<file path="src/design/somc_pkg.sv">
// Shared types and constants for the sphere clearance core.
`default_nettype none
package somc_pkg;
   localparam int COORD_W = 24;
   localparam int RAD_W   = 23;
   localparam int CLR_W   = 25;
   localparam int DIFF_W  = 25;
   localparam int SQ_W    = 50;
   localparam int SUM_W   = 52;
   localparam int ROOT_W  = 26;
   localparam logic signed [CLR_W-1:0] CLR_MAX = 25'sh0FFFFFF;

   typedef enum logic [1:0] {
      FUNC_CLEAR = 2'd0,
      FUNC_LOAD  = 2'd1,
      FUNC_QUERY = 2'd2,
      FUNC_NONE  = 2'd3
   } func_type;

   typedef struct packed {
      logic signed [COORD_W-1:0] x;
      logic signed [COORD_W-1:0] y;
      logic signed [COORD_W-1:0] z;
      logic [RAD_W-1:0]          r;
   } sphere_type;
endpackage
`default_nettype wire

</file>
<file path="src/design/somc_isqrt.sv">
// Iterative floor square root, two radicand bits and one root bit per cycle.
`default_nettype none
module somc_isqrt
   import somc_pkg::*;
(
   input  wire logic              clock,
   input  wire logic              reset,
   input  wire logic              start,
   input  wire logic [SUM_W-1:0]  value,
   output logic                   done,
   output logic [ROOT_W-1:0]      root
);
   localparam int STEPS = SUM_W / 2;

   logic [SUM_W-1:0]  rem_ff, rem_in;
   logic [SUM_W-1:0]  val_ff, val_in;
   logic [ROOT_W-1:0] root_ff, root_in;
   logic [4:0]        cnt_ff, cnt_in;
   logic              busy_ff, busy_in, done_ff, done_in;
   logic [SUM_W-1:0]  trial;
   logic [SUM_W-1:0]  shifted;

   // One restoring step: bring down two bits, try 4*root+1.
   always_comb begin
      shifted = {rem_ff[SUM_W-3:0], val_ff[SUM_W-1 -: 2]};
      trial   = SUM_W'({root_ff[ROOT_W-1:0], 2'b01});
      rem_in  = rem_ff;
      val_in  = val_ff;
      root_in = root_ff;
      cnt_in  = cnt_ff;
      busy_in = busy_ff;
      done_in = 1'b0;
      if (start) begin
         rem_in  = '0;
         val_in  = value;
         root_in = '0;
         cnt_in  = '0;
         busy_in = 1'b1;
      end else if (busy_ff) begin
         val_in = {val_ff[SUM_W-3:0], 2'b00};
         if (shifted >= trial) begin
            rem_in  = shifted - trial;
            root_in = {root_ff[ROOT_W-2:0], 1'b1};
         end else begin
            rem_in  = shifted;
            root_in = {root_ff[ROOT_W-2:0], 1'b0};
         end
         cnt_in = cnt_ff + 5'd1;
         if (cnt_ff == 5'(STEPS - 1)) begin
            busy_in = 1'b0;
            done_in = 1'b1;
         end
      end
   end

   always_ff @(posedge clock) begin
      rem_ff  <= rem_in;
      val_ff  <= val_in;
      root_ff <= root_in;
      cnt_ff  <= cnt_in;
      if (reset) begin
         busy_ff <= 1'b0;
         done_ff <= 1'b0;
      end else begin
         busy_ff <= busy_in;
         done_ff <= done_in;
      end
   end

   assign done = done_ff;
   assign root = root_ff;
endmodule
`default_nettype wire

</file>
<file path="config.mk">
export PLATFORM = sky130hd
export DESIGN_NAME = somc_isqrt
export DESIGN_NICKNAME = d
export VERILOG_FILES = /design/src/design/somc_pkg.sv /design/src/design/somc_isqrt.sv
export SDC_FILE = /design/constraint.sdc
export NUM_CORES = 1
export LEC_CHECK = 0
export BUFFER_PORTS_ARGS = -buffer_cell sky130_fd_sc_hd__buf_2
export CORE_ASPECT_RATIO = 2
export CORE_UTILIZATION = 54
export CTS_BUF_LIST = sky130_fd_sc_hd__clkbuf_16
export DETAILED_ROUTE_END_ITERATION = 10
export PLACE_DENSITY_LB_ADDON = 0.25
export SYNTH_ARGS = -nofsm -noshare
export SYNTH_HDL_FRONTEND = slang
export SYNTH_SLANG_ARGS = --single-unit
</file>
<file path="constraint.sdc">
create_clock -name clock -period 2.7 [get_ports clock]
set_input_delay 0.405 -clock clock [delete_from_list [all_inputs] [get_ports clock]]
set_output_delay 0.405 -clock clock [all_outputs]
set_load 0.02 [all_outputs]
</file>
==> results of run 1 <==
==> state kept, by name (all words and copies together), names as in the netlist <==
register  cells
val_ff       52
rem_ff       50
root         26
cnt_ff        5
busy_ff       1
done          1
==> power by group through the flow <==
stage	combinational, mW	clock [mW]	sequential (mW)
after floorplan	2.19	0	2.49
final	3.72	2.23	2.53
after global routing	3.98	2.34	2.55
after CTS	3.29	2.26	2.52
after global placement	3.16	0	2.54
after detailed placement	3.19	0	2.55
==> per-stage QoR <==
step | util | worst slack [ns] | power, mW
final | 0.721 | -0.0119 | 8.48
after global routing | 0.721 | -0.117 | 8.87
after CTS | 0.690 | 0.00501 | 8.06
after detailed placement | 0.645 | -0.0592 | 5.74
after global placement | 0.645 | -0.0243 | 5.70
after floorplan | - | 0.0144 | 4.68
==> layout make-up <==
type,count,area (sq um)
multi-input cells,585,4640
fillers,1105,3980
flip-flops and latches,135,3240
repair buffers,208,1480
clock buffers,19,475
well taps,192,240
inverters,37,139
clock inverters,13,95.1
==> worst max-delay path: stages (launching register included) <==
cell and delay [ns]:
dfxtp_2 0.33, inv_1 0.07, ha_4 0.27, a21oi_1 0.19
o21ai_0 0.16, buf_4 0.18, o211ai_4 0.21, a31oi_4 0.12
buf_12 0.16, buf_4 0.14, o21ai_4 0.28, nor3_4 0.08
xnor2_1 0.14, a211oi_1 0.28
==> what timing repair did <==
item / in CTS / in global routing
buffers inserted: 2 / 9
endpoints found under the setup margin: 20 / 46
gates cloned: 0 / 1
hold buffers: 0 / 0
gates resized for setup: 11 / 75
pin swaps: 2 / 24
==> placed cells by master, fill, tap and decap left out, types with 6 or more instances in the layout <==
cell type  Yosys  final
buf_4          4    116
nor2_1        86     85
buf_2          4     80
dfxtp_1       83     75
nand2_1       75     74
edfxtp_1      52     52
mux2_2        50     50
a21oi_1       46     39
inv_1         37     36
xnor2_1       33     33
o21ai_0       36     30
mux2i_1       27     27
clkbuf_16      0     19
ha_1          30     14
nor3_1        14     13
a211oi_1      17     13
nand3_1       12     11
ha_4           0     11
a311oi_2      10     10
and3_1        11      9
xor2_1         9      8
a21o_1         8      8
buf_12         0      8
o21ai_1        3      7
a21oi_2        0      7
a211oi_2       5      7
dfxtp_2        0      7
or3_1          6      6
a311oi_1       6      6
==> routing by layer <==
metal | track usage | share of wire
met5 | 0 | 0
met4 | 0.167 | 0.048
met3 | 0.0482 | 0.036
met2 | 0.552 | 0.56
met1 | 0.296 | 0.35
==> cells by family (layout without fill, tap and decap cells) <==
logic type	Yosys count	in the layout
simple gates	263	263
mux	77	77
xor+xnor	42	42
fa+ha+maj	30	30
flops	135	135
buf+inv	86	277
compound gates	172	173
==> worst max-delay path by stage <==
stage | slack, ns | cells after the start | to
after global routing | -0.12 | 10 | rem_ff[46]
after detailed placement | -0.06 | 10 | rem_ff[31]
after global placement | -0.02 | 10 | rem_ff[35]
after floorplan | 0.01 | 11 | rem_ff[37]
final | -0.01 | 13 | rem_ff[46]
after CTS | 0.005 | 10 | rem_ff[30]
==> run metrics, run 1 <==
Post-synth ARST share=0; largest net degree at the start of global routing=53; clock buffer count from CTS=17; DR vias=6856; die extent in x=a little under 90 um; Slew Viols, Final=0; total grt overflow=0; layout cells sized above 1=0.401; switching share of power=0.365; CTS Buffer Depth=2; sequential fraction of the synthesis area=0.409; Max rail drop VDD=0.000655 V; skew final=0.00929 ns; crit path launch type=flip-flop; Synth Instances=805; DP Wirelength=15.8 mm; crit-path max FO=6; Ports=82; final hold viol count=0; Final TNS setup=-0.0119 ns; Post-Synth Adder-Cell Area=0.0476; initial antenna violation count=0; simple-gate portion of the synthesized area=0.173; Synth top area share=0.211; first-pass GRT wire length=34.2 mm; worst skew pair latency=0.42 ns; min cycle time layout=2.71 ns; clk slew on worst S/H paths=0.06 ns; Data arrival, critical path=3.03 ns; drt via density=5.77; synth top area cells=dfxtp_1 (21%), edfxtp_1 (20%), mux2_2 (7.1%); pwr/cell area=824 nW/um^2; DR WL/cell=18.6 um; Cell Area, Placed=9200 sq um; post-route setup slack=-0.0119 ns; synth unique cells=77; NumNets Final=1069; largest area contributor in the netlist=dfxtp_1; Critical Path End Type=flip-flop; share of power burned in registers=0.298; Detailed Routing Iterations Pass 1=4; CTS tree=done; Max-cap violations=0; R2R Path Start=root[3]; crit path kind=reg2reg; multiplexer area fraction after synthesis=0.106; synth warn=0; hold_ws=0.151 ns; gr usage total=0.295; post-route cell area=10300 sq um; top achievable clock speed=369 MHz; Slew @ Worst Pin=~0.62 ns; die area=between 15000 and 20000 sq um; post-route DRC violation count=0; Internal=between 5 and 6 mW; FP Rows=62; Clock Root Buffer=clkbuf_16; hold path endpoint=busy_ff; post-synthesis compound-gate area fraction=0.162; Psw=3.10 mW; Top FF cell, synth=dfxtp_1; # port buffers=81; Worst R2R End=rem_ff[46]; average cell area after synthesis=between 9 and 10 sq um; relative slew slack=0.583; Pleak=4.16 nW; Initial Utilization=0.552; die height=173 um; number of global-route vias before repair=~7200; Clk pwr share=0.263; Seq cells post-synth=between 100 and 150; synthesized area=7880 sq um; Tcrit/Tclk final=1.00; xor/xnor cell area share of the yosys netlist=0.0467; EDFF count, synth=52; failing checks=setup timing; RSZ-0062 raised after global routing=yes; CTS Sinks=135; antenna cell count=0; CP required=3.02 ns; R2R Setup Slk=-0.01 ns; Post-DRT Antenna Nets=0; final non-filler cell total=approximately 1200; area grow syn2layout=30.7%; reg2reg path depth=13; DRT Wirelength=22.2 mm; placed cells=approximately 1100; Final Setup Violations=1; core area=14300 sq um; RD Place Congestion=~0.94; min-delay worst type=in2reg; most numerous cell in the Yosys netlist=nor2_1; violation count after the first detailed-routing iteration=301; Hold Path Cell Cnt=2; H-tree levels=4; largest family of logic cells by synthesized area=simple AND/OR/NAND/NOR gates; Mapped Nets=890; combinational fraction of design power=0.438; Critical Path Source=root[3]; top cells by count, synth=nor2_1 (86), dfxtp_1 (83), nand2_1 (75); status=complete, but fails checks; HP Start=reset
Note: power is estimated with default switching activity, not from simulation.
==> run 2: changes to the inputs <==
--- a/config.mk
+++ b/config.mk
@@ -11,6 +11,7 @@
 export CTS_BUF_LIST = sky130_fd_sc_hd__clkbuf_16
 export DETAILED_ROUTE_END_ITERATION = 10
 export PLACE_DENSITY_LB_ADDON = 0.25
+export SLEW_MARGIN = 10
 export SYNTH_ARGS = -nofsm -noshare
 export SYNTH_HDL_FRONTEND = slang
 export SYNTH_SLANG_ARGS = --single-unit
==> constraint.sdc (replaced) <==
create_clock -name clock -period 2.7 [get_ports clock]
set_input_delay 0.405 -clock clock [delete_from_list [all_inputs] [get_ports clock]]
set_output_delay 0.405 -clock clock [all_outputs]
set_load 0.05 [all_outputs]
==> run 2 against run 1 <==
Effect of this change:
- the flow now finishes without violations
- highest routed layer unchanged
- routed wire length is 0.65% lower
- count of clock-buffer cells in the layout decreased by 2
- critical path depth shrank 3
- fmax rose by 2.4%
- worst setup slack gained 0.064 ns
- sequential share of layout area up 0.93 points
- clock power about the same
==> run metrics, run 2 (synthesis gave the netlist of run 1 again) <==
layout cells sized above 1=0.405 (+0.00331); Tcrit/Tclk final=0.981 (-0.0236); Max-cap violations=0 (unchanged); Tot Pwr=8.36 mW (-1.4%); DP Wirelength=15.4 mm (-2.5%); gr usage total=0.291 (-0.00403); core area=14300 sq um (unchanged); status=finished, final reports clean; Max rail drop VDD=0.000536 V (-18%); clock buffer count from CTS=17 (unchanged); CTS Buffer Depth=2 (unchanged); FP Rows=62 (unchanged); Pleak=4.05 nW (-2.5%); Slew @ Worst Pin=0.634 ns (+0.0104 ns); max FFs per register=52 (unchanged); CP delay by family, top=compound AO/OA/AOI/OAI gates; first-pass GRT wire length=34.0 mm (-0.67%); Reg with most FFs=val_ff; RD Place Congestion=0.948 (+0.56%); CP max stage cell=o31ai_1; clk slew on worst S/H paths=0.06 ns (about the same); worst skew pair latency=0.43 ns (about the same); DRT Wirelength=22.0 mm (-0.65%); violation count after the first detailed-routing iteration=302 (+0.33%); post-route cell area=10100 sq um (-1.7%); min-delay worst type=in2reg; Initial Utilization=0.552 (unchanged); antenna cell count=0 (unchanged); RSZ-0062 raised after global routing=yes; # hold bufs at CTS=0 (unchanged); Clock Root Buffer=clkbuf_16; CP required=3.04 ns (+0.02 ns); drt via density=5.90 (+2.4%); CTS Sinks=135 (unchanged); min cycle time layout=2.65 ns (-0.0637 ns); DR vias=6884 (+0.41%); Slew Viols, Final=0 (unchanged); number of global-route vias before repair=7182 (-0.17%); biggest cell delay along the critical path=0.43 ns (+0.10 ns); pwr/cell area=826 nW/um^2 (+0.28%); Detailed Routing Iterations Pass 1=7 (+3); skew final=0.0127 ns (+0.00341 ns); hold_ws=0.136 ns (-0.0149 ns); Post-DRT Antenna Nets=0 (unchanged); Crit path buffers/inverters=1 (-3); Cell Area, Placed=9040 sq um (-1.8%); commonest cells after routing, fill and taps aside=buf_4 (91), nor2_1 (85), buf_2 (80), nand2_1 (72), dfxtp_1 (56); DR WL/cell=18.9 um (+1.3%); area grow syn2layout=28.5%; Data arrival, critical path=2.99 ns (-0.04 ns); top achievable clock speed=378 MHz (+2.4%); commonest non-fill, non-tap cell in the layout=buf_4; Ports=82 (unchanged); relative slew slack=0.576 (-0.00697); initial antenna violation count=0 (unchanged); die area=15100 sq um (unchanged); # port buffers=81 (unchanged); CP Cell Sequence=inv_1 > ha_1 > and3_1 > o2111a_2 > o2111ai_4 > nand3b_1 > o31ai_1 > xnor2_1 > nand2_1 > a311oi_2; post-route DRC violation count=0 (unchanged); crit path launch type=flip-flop; crit-path max FO=4 (-2); Post-Route Utilization=0.709 (-0.0124); R2R Setup Slk=0.05 ns (+0.06 ns); die extent in x=87.4 um (unchanged); NumNets Final=1046 (-2.2%); crit path kind=reg2reg; H-tree levels=4 (unchanged); Critical Path End Type=flip-flop; total grt overflow=0 (unchanged); CTS tree=done; final hold viol count=0 (unchanged); largest net degree at the start of global routing=53 (unchanged); Final Setup Violations=0 (-1); die height=173 um (unchanged)
-- run 2: layout make-up --
class | count | area [sq um]
multi-input cells | 585 | 4590
fillers | 1109 | 4150
flip-flops and latches | 135 | 3270
repair buffers | 185 | 1310
clock buffers | 17 | 425
well taps | 192 | 240
clock inverters | 15 | 141
inverters | 37 | 139
-- run 2: power by group --
part           switching, mW  internal (mW)
Combinational           1.94           1.67
Clock                  0.953           1.28
Sequential             0.193           2.33
-- run 2: what timing repair did --
action | 4_1_cts | 5_1_grt
buffers inserted | 0 | 6
gates cloned | 0 | 4
setup endpoints to repair | 10 | 48
pin swaps | 0 | 17
resized for setup | 8 | 75
-- run 2: layer usage --
layer / track usage / part of all wire / vias up
li1: - / - / 3232
met1: 0.294 / 0.35 / 3307
met2: 0.527 / 0.55 / 238
met3: 0.0554 / 0.040 / 107
met4: 0.186 / 0.060 / 0
met5: 0 / 0 / -
-- run 2: path summary, 6_finish.rpt --
check            start    endpoint  cells after the start
max reg2reg    root[3]  rem_ff[21]                     10
min              reset     busy_ff                      2
max            root[3]  rem_ff[21]                     10
min reg2reg  rem_ff[1]   rem_ff[1]                      2
-- run 2: stage by stage --
| step | worst slack, ns | setup TNS [ns] | std cells |
|---|---|---|---|
| floorplan | -0.0111 | -0.0111 | 805 |
| global placement | -0.0283 | -0.0389 | 1124 |
| detailed placement | -0.0859 | -0.421 | 1124 |
| CTS | 0.0110 | 0 | 1156 |
| global route | -0.0593 | -0.126 | 1166 |
| finish | 0.0519 | 0 | 1166 |
==> run 3: changes to the inputs <==
--- a/config.mk
+++ b/config.mk
@@ -5,11 +5,11 @@
 export SDC_FILE = /design/constraint.sdc
 export NUM_CORES = 1
 export LEC_CHECK = 0
-export BUFFER_PORTS_ARGS = -buffer_cell sky130_fd_sc_hd__buf_2
 export CORE_ASPECT_RATIO = 2
-export CORE_UTILIZATION = 54
+export CORE_UTILIZATION = 69
 export CTS_BUF_LIST = sky130_fd_sc_hd__clkbuf_16
 export DETAILED_ROUTE_END_ITERATION = 10
+export DONT_BUFFER_PORTS = 1
 export PLACE_DENSITY_LB_ADDON = 0.25
 export SLEW_MARGIN = 10
 export SYNTH_ARGS = -nofsm -noshare
==> constraint.sdc (replaced) <==
create_clock -name clock -period 3.1 [get_ports clock]
set_input_delay 0.465 -clock clock [delete_from_list [all_inputs] [get_ports clock]]
set_output_delay 0.465 -clock clock [all_outputs]
set_load 0.05 [all_outputs]
==> run 3 against run 2 <==
Effect of this change:
- hold slack lost 0.040 ns
- non-clock buffer count fell by 133
- flip-flop and latch count stayed put
- critical path type unchanged
- final area fell by 14%
- combinational power down 30%
- highest routed layer unchanged
- critical endpoint is now rem_ff[7]
- sequential power down 13%
- routed wire length down 5.2%
==> run metrics, run 3 (synthesis gave the netlist of run 1 again) <==
status=finished, final reports clean; DRT Wirelength=20.9 mm (-5.2%); Data arrival, critical path=3.23 ns (+0.24 ns); violation count after the first detailed-routing iteration=436 (+44%); die height=153 um (-11%); Placement Setup Slack=0.164 ns (+0.250 ns); crit path launch type=flip-flop; # hold bufs at CTS=0 (unchanged); final hold viol count=0 (unchanged); Max-cap violations=0 (unchanged); Psw=2.55 mW (-17%); gr usage total=0.368 (+0.0770); clock buffer count from CTS=17 (unchanged); Detailed Routing Iterations Pass 1=7 (unchanged); CTS tree=done; CTS Sinks=135 (unchanged); Internal=4.15 mW (-21%); CP Cell Sequence=inv_1 > ha_1 > nand2_1 > o21ai_0 > a32oi_1 > a31oi_4 > nor2_8 > buf_12 > a211oi_1 > a21oi_1 > a211oi_1; top achievable clock speed=344 MHz (-8.9%); Final TNS setup=0 ns (unchanged); Slew Viols, Final=0 (unchanged); total grt overflow=0 (unchanged); min cycle time layout=2.91 ns (+0.260 ns); Max rail drop VDD=0.000663 V (+24%); RSZ-0062 raised after global routing=no; min-delay worst type=in2reg; Pleak=3.36 nW (-17%); Clock Root Buffer=clkbuf_16; skew final=0.0136 ns (+0.000870 ns); DR WL/cell=21.3 um (+13%); clk slew on worst S/H paths=0.07 ns (about the same); biggest cell delay along the critical path=0.42 ns (about the same); Slew @ Worst Pin=0.828 ns (+0.194 ns); first-pass GRT wire length=33.5 mm (-1.3%); area grow syn2layout=11.1%; die extent in x=77.6 um (-11%); Tcrit/Tclk final=0.938 (-0.0427); crit path kind=reg2reg; Critical Path End Type=flip-flop; largest net degree at the start of global routing=121 (+130%); share of power burned in registers=0.328 (+0.026); pwr/cell area=766 nW/um^2 (-7.3%); NumNets Final=912 (-13%); Top cell by count, worst path=a211oi_1; switching share of power=0.381 (+0.0121); multi-input combinational cell area=4220 sq um (-8.2%); RD Place Congestion=0.943 (-0.57%); CTS Buffer Depth=2 (unchanged); FP Rows=54 (-13%); CP max stage cell=ha_1; crit-path max FO=26 (+22); Sequential Area=3230 sq um (-1.5%); Ports=82 (unchanged); core area=11000 sq um (-23%); CP required=3.43 ns (+0.39 ns); Initial Utilization=0.715 (+0.163); DP Wirelength=14.5 mm (-5.6%); initial antenna violation count=0 (unchanged); commonest non-fill, non-tap cell in the layout=nor2_1; drt via density=6.50 (+10%); H-tree levels=4 (unchanged); max FFs per register=52 (unchanged); combinational fraction of design power=0.374 (-0.057); relative slew slack=0.448 (-0.129); Clk pwr share=0.298 (+0.031); layout cells sized above 1=0.217 (-0.188); Reg with most FFs=val_ff; # port buffers=0 (-100%); final non-filler cell total=980 (-16%); placed cells=946 (-16%); die area=11900 sq um (-21%); antenna cell count=0 (unchanged); DR vias=6374 (-7.4%); worst skew pair latency=0.43 ns (about the same); fillers=711 (-36%); number of global-route vias before repair=6744 (-6.1%); Post-DRT Antenna Nets=0 (unchanged); Final Setup Violations=0 (unchanged); post-route DRC violation count=0 (unchanged); commonest cells after routing, fill and taps aside=nor2_1 (86), dfxtp_1 (82), nand2_1 (75), edfxtp_1 (52); post-route setup slack=0.192 ns (+0.140 ns)
[run 3: cell count changes in the layout (fill, tap and decap cells not counted), sizes merged]
cell,change
clkbuf,-2
bufinv,-1
nor2,-1
inv,+3
clkinvlp,+1
clkinv,-3
buf,-131
[run 3: layer usage]
| metal | share of wire | wire length [um] | vias up | track usage |
|---|---|---|---|---|
| met3 | 0.049 | 1020 | 74 | 0.0633 |
| met5 | 0 | 0 | - | 0 |
| li1 | - | - | 2959 | - |
| met2 | 0.55 | 11500 | 267 | 0.694 |
| met4 | 0.047 | 980 | 0 | 0.222 |
| met1 | 0.35 | 7370 | 3074 | 0.363 |
[run 3: worst paths after layout]
check / from / cells past startpoint / end / slack, ns
worst max-delay path: root[9] / 11 / rem_ff[7] / 0.19
worst min-delay path: reset / 1 / busy_ff / 0.1
worst max register to register: root[9] / 11 / rem_ff[7] / 0.19
worst min register to register: rem_ff[24] / 2 / rem_ff[24] / 0.50
[run 3: repair_timing]
action                                  4_1_cts  5_1_grt
hold endpoints to repair                      0        0
gates resized for setup                       0        3
buffers inserted                              0        2
endpoints found under the setup margin        0       28
[run 3: power groups by stage]
stage | sequential, mW | clock, mW | combinational, mW
2_1_floorplan | 2.17 | 0 | 1.91
3_3_place_gp | 2.22 | 0 | 2.36
3_5_place_dp | 2.22 | 0 | 2.41
4_1_cts | 2.19 | 2.00 | 2.45
5_1_grt | 2.21 | 2.08 | 2.70
6_report | 2.20 | 1.99 | 2.51
[run 3: final cells by class]
class,count,area share
clock buffers,17,0.0486
multi-input cells,584,0.482
clock inverters,15,0.0176
well taps,140,0.0200
inverters,37,0.0159
flip-flops and latches,135,0.369
repair buffers,52,0.0475
[run 3: critical path, delay by kind of cell (launching register included)]
kind,cells,cell delay [ns]
flip-flops,1,0.33
adder cells (fa/ha/maj),1,0.42
AND/OR/NAND/NOR,2,0.20
AO/OA/AOI/OAI,6,1.63
buffers and inverters,2,0.23
[run 3: through the flow]
stage          utilization  area [sq um]  hold WS, ns  total power, mW
2_1_floorplan            -          7880        0.451             4.08
3_3_place_gp         0.741          8160        0.472             4.58
3_5_place_dp         0.741          8160        0.487             4.64
4_1_cts              0.793          8730       0.0930             6.64
5_1_grt              0.795          8750       0.0949             6.99
6_report             0.795          8750       0.0956             6.70
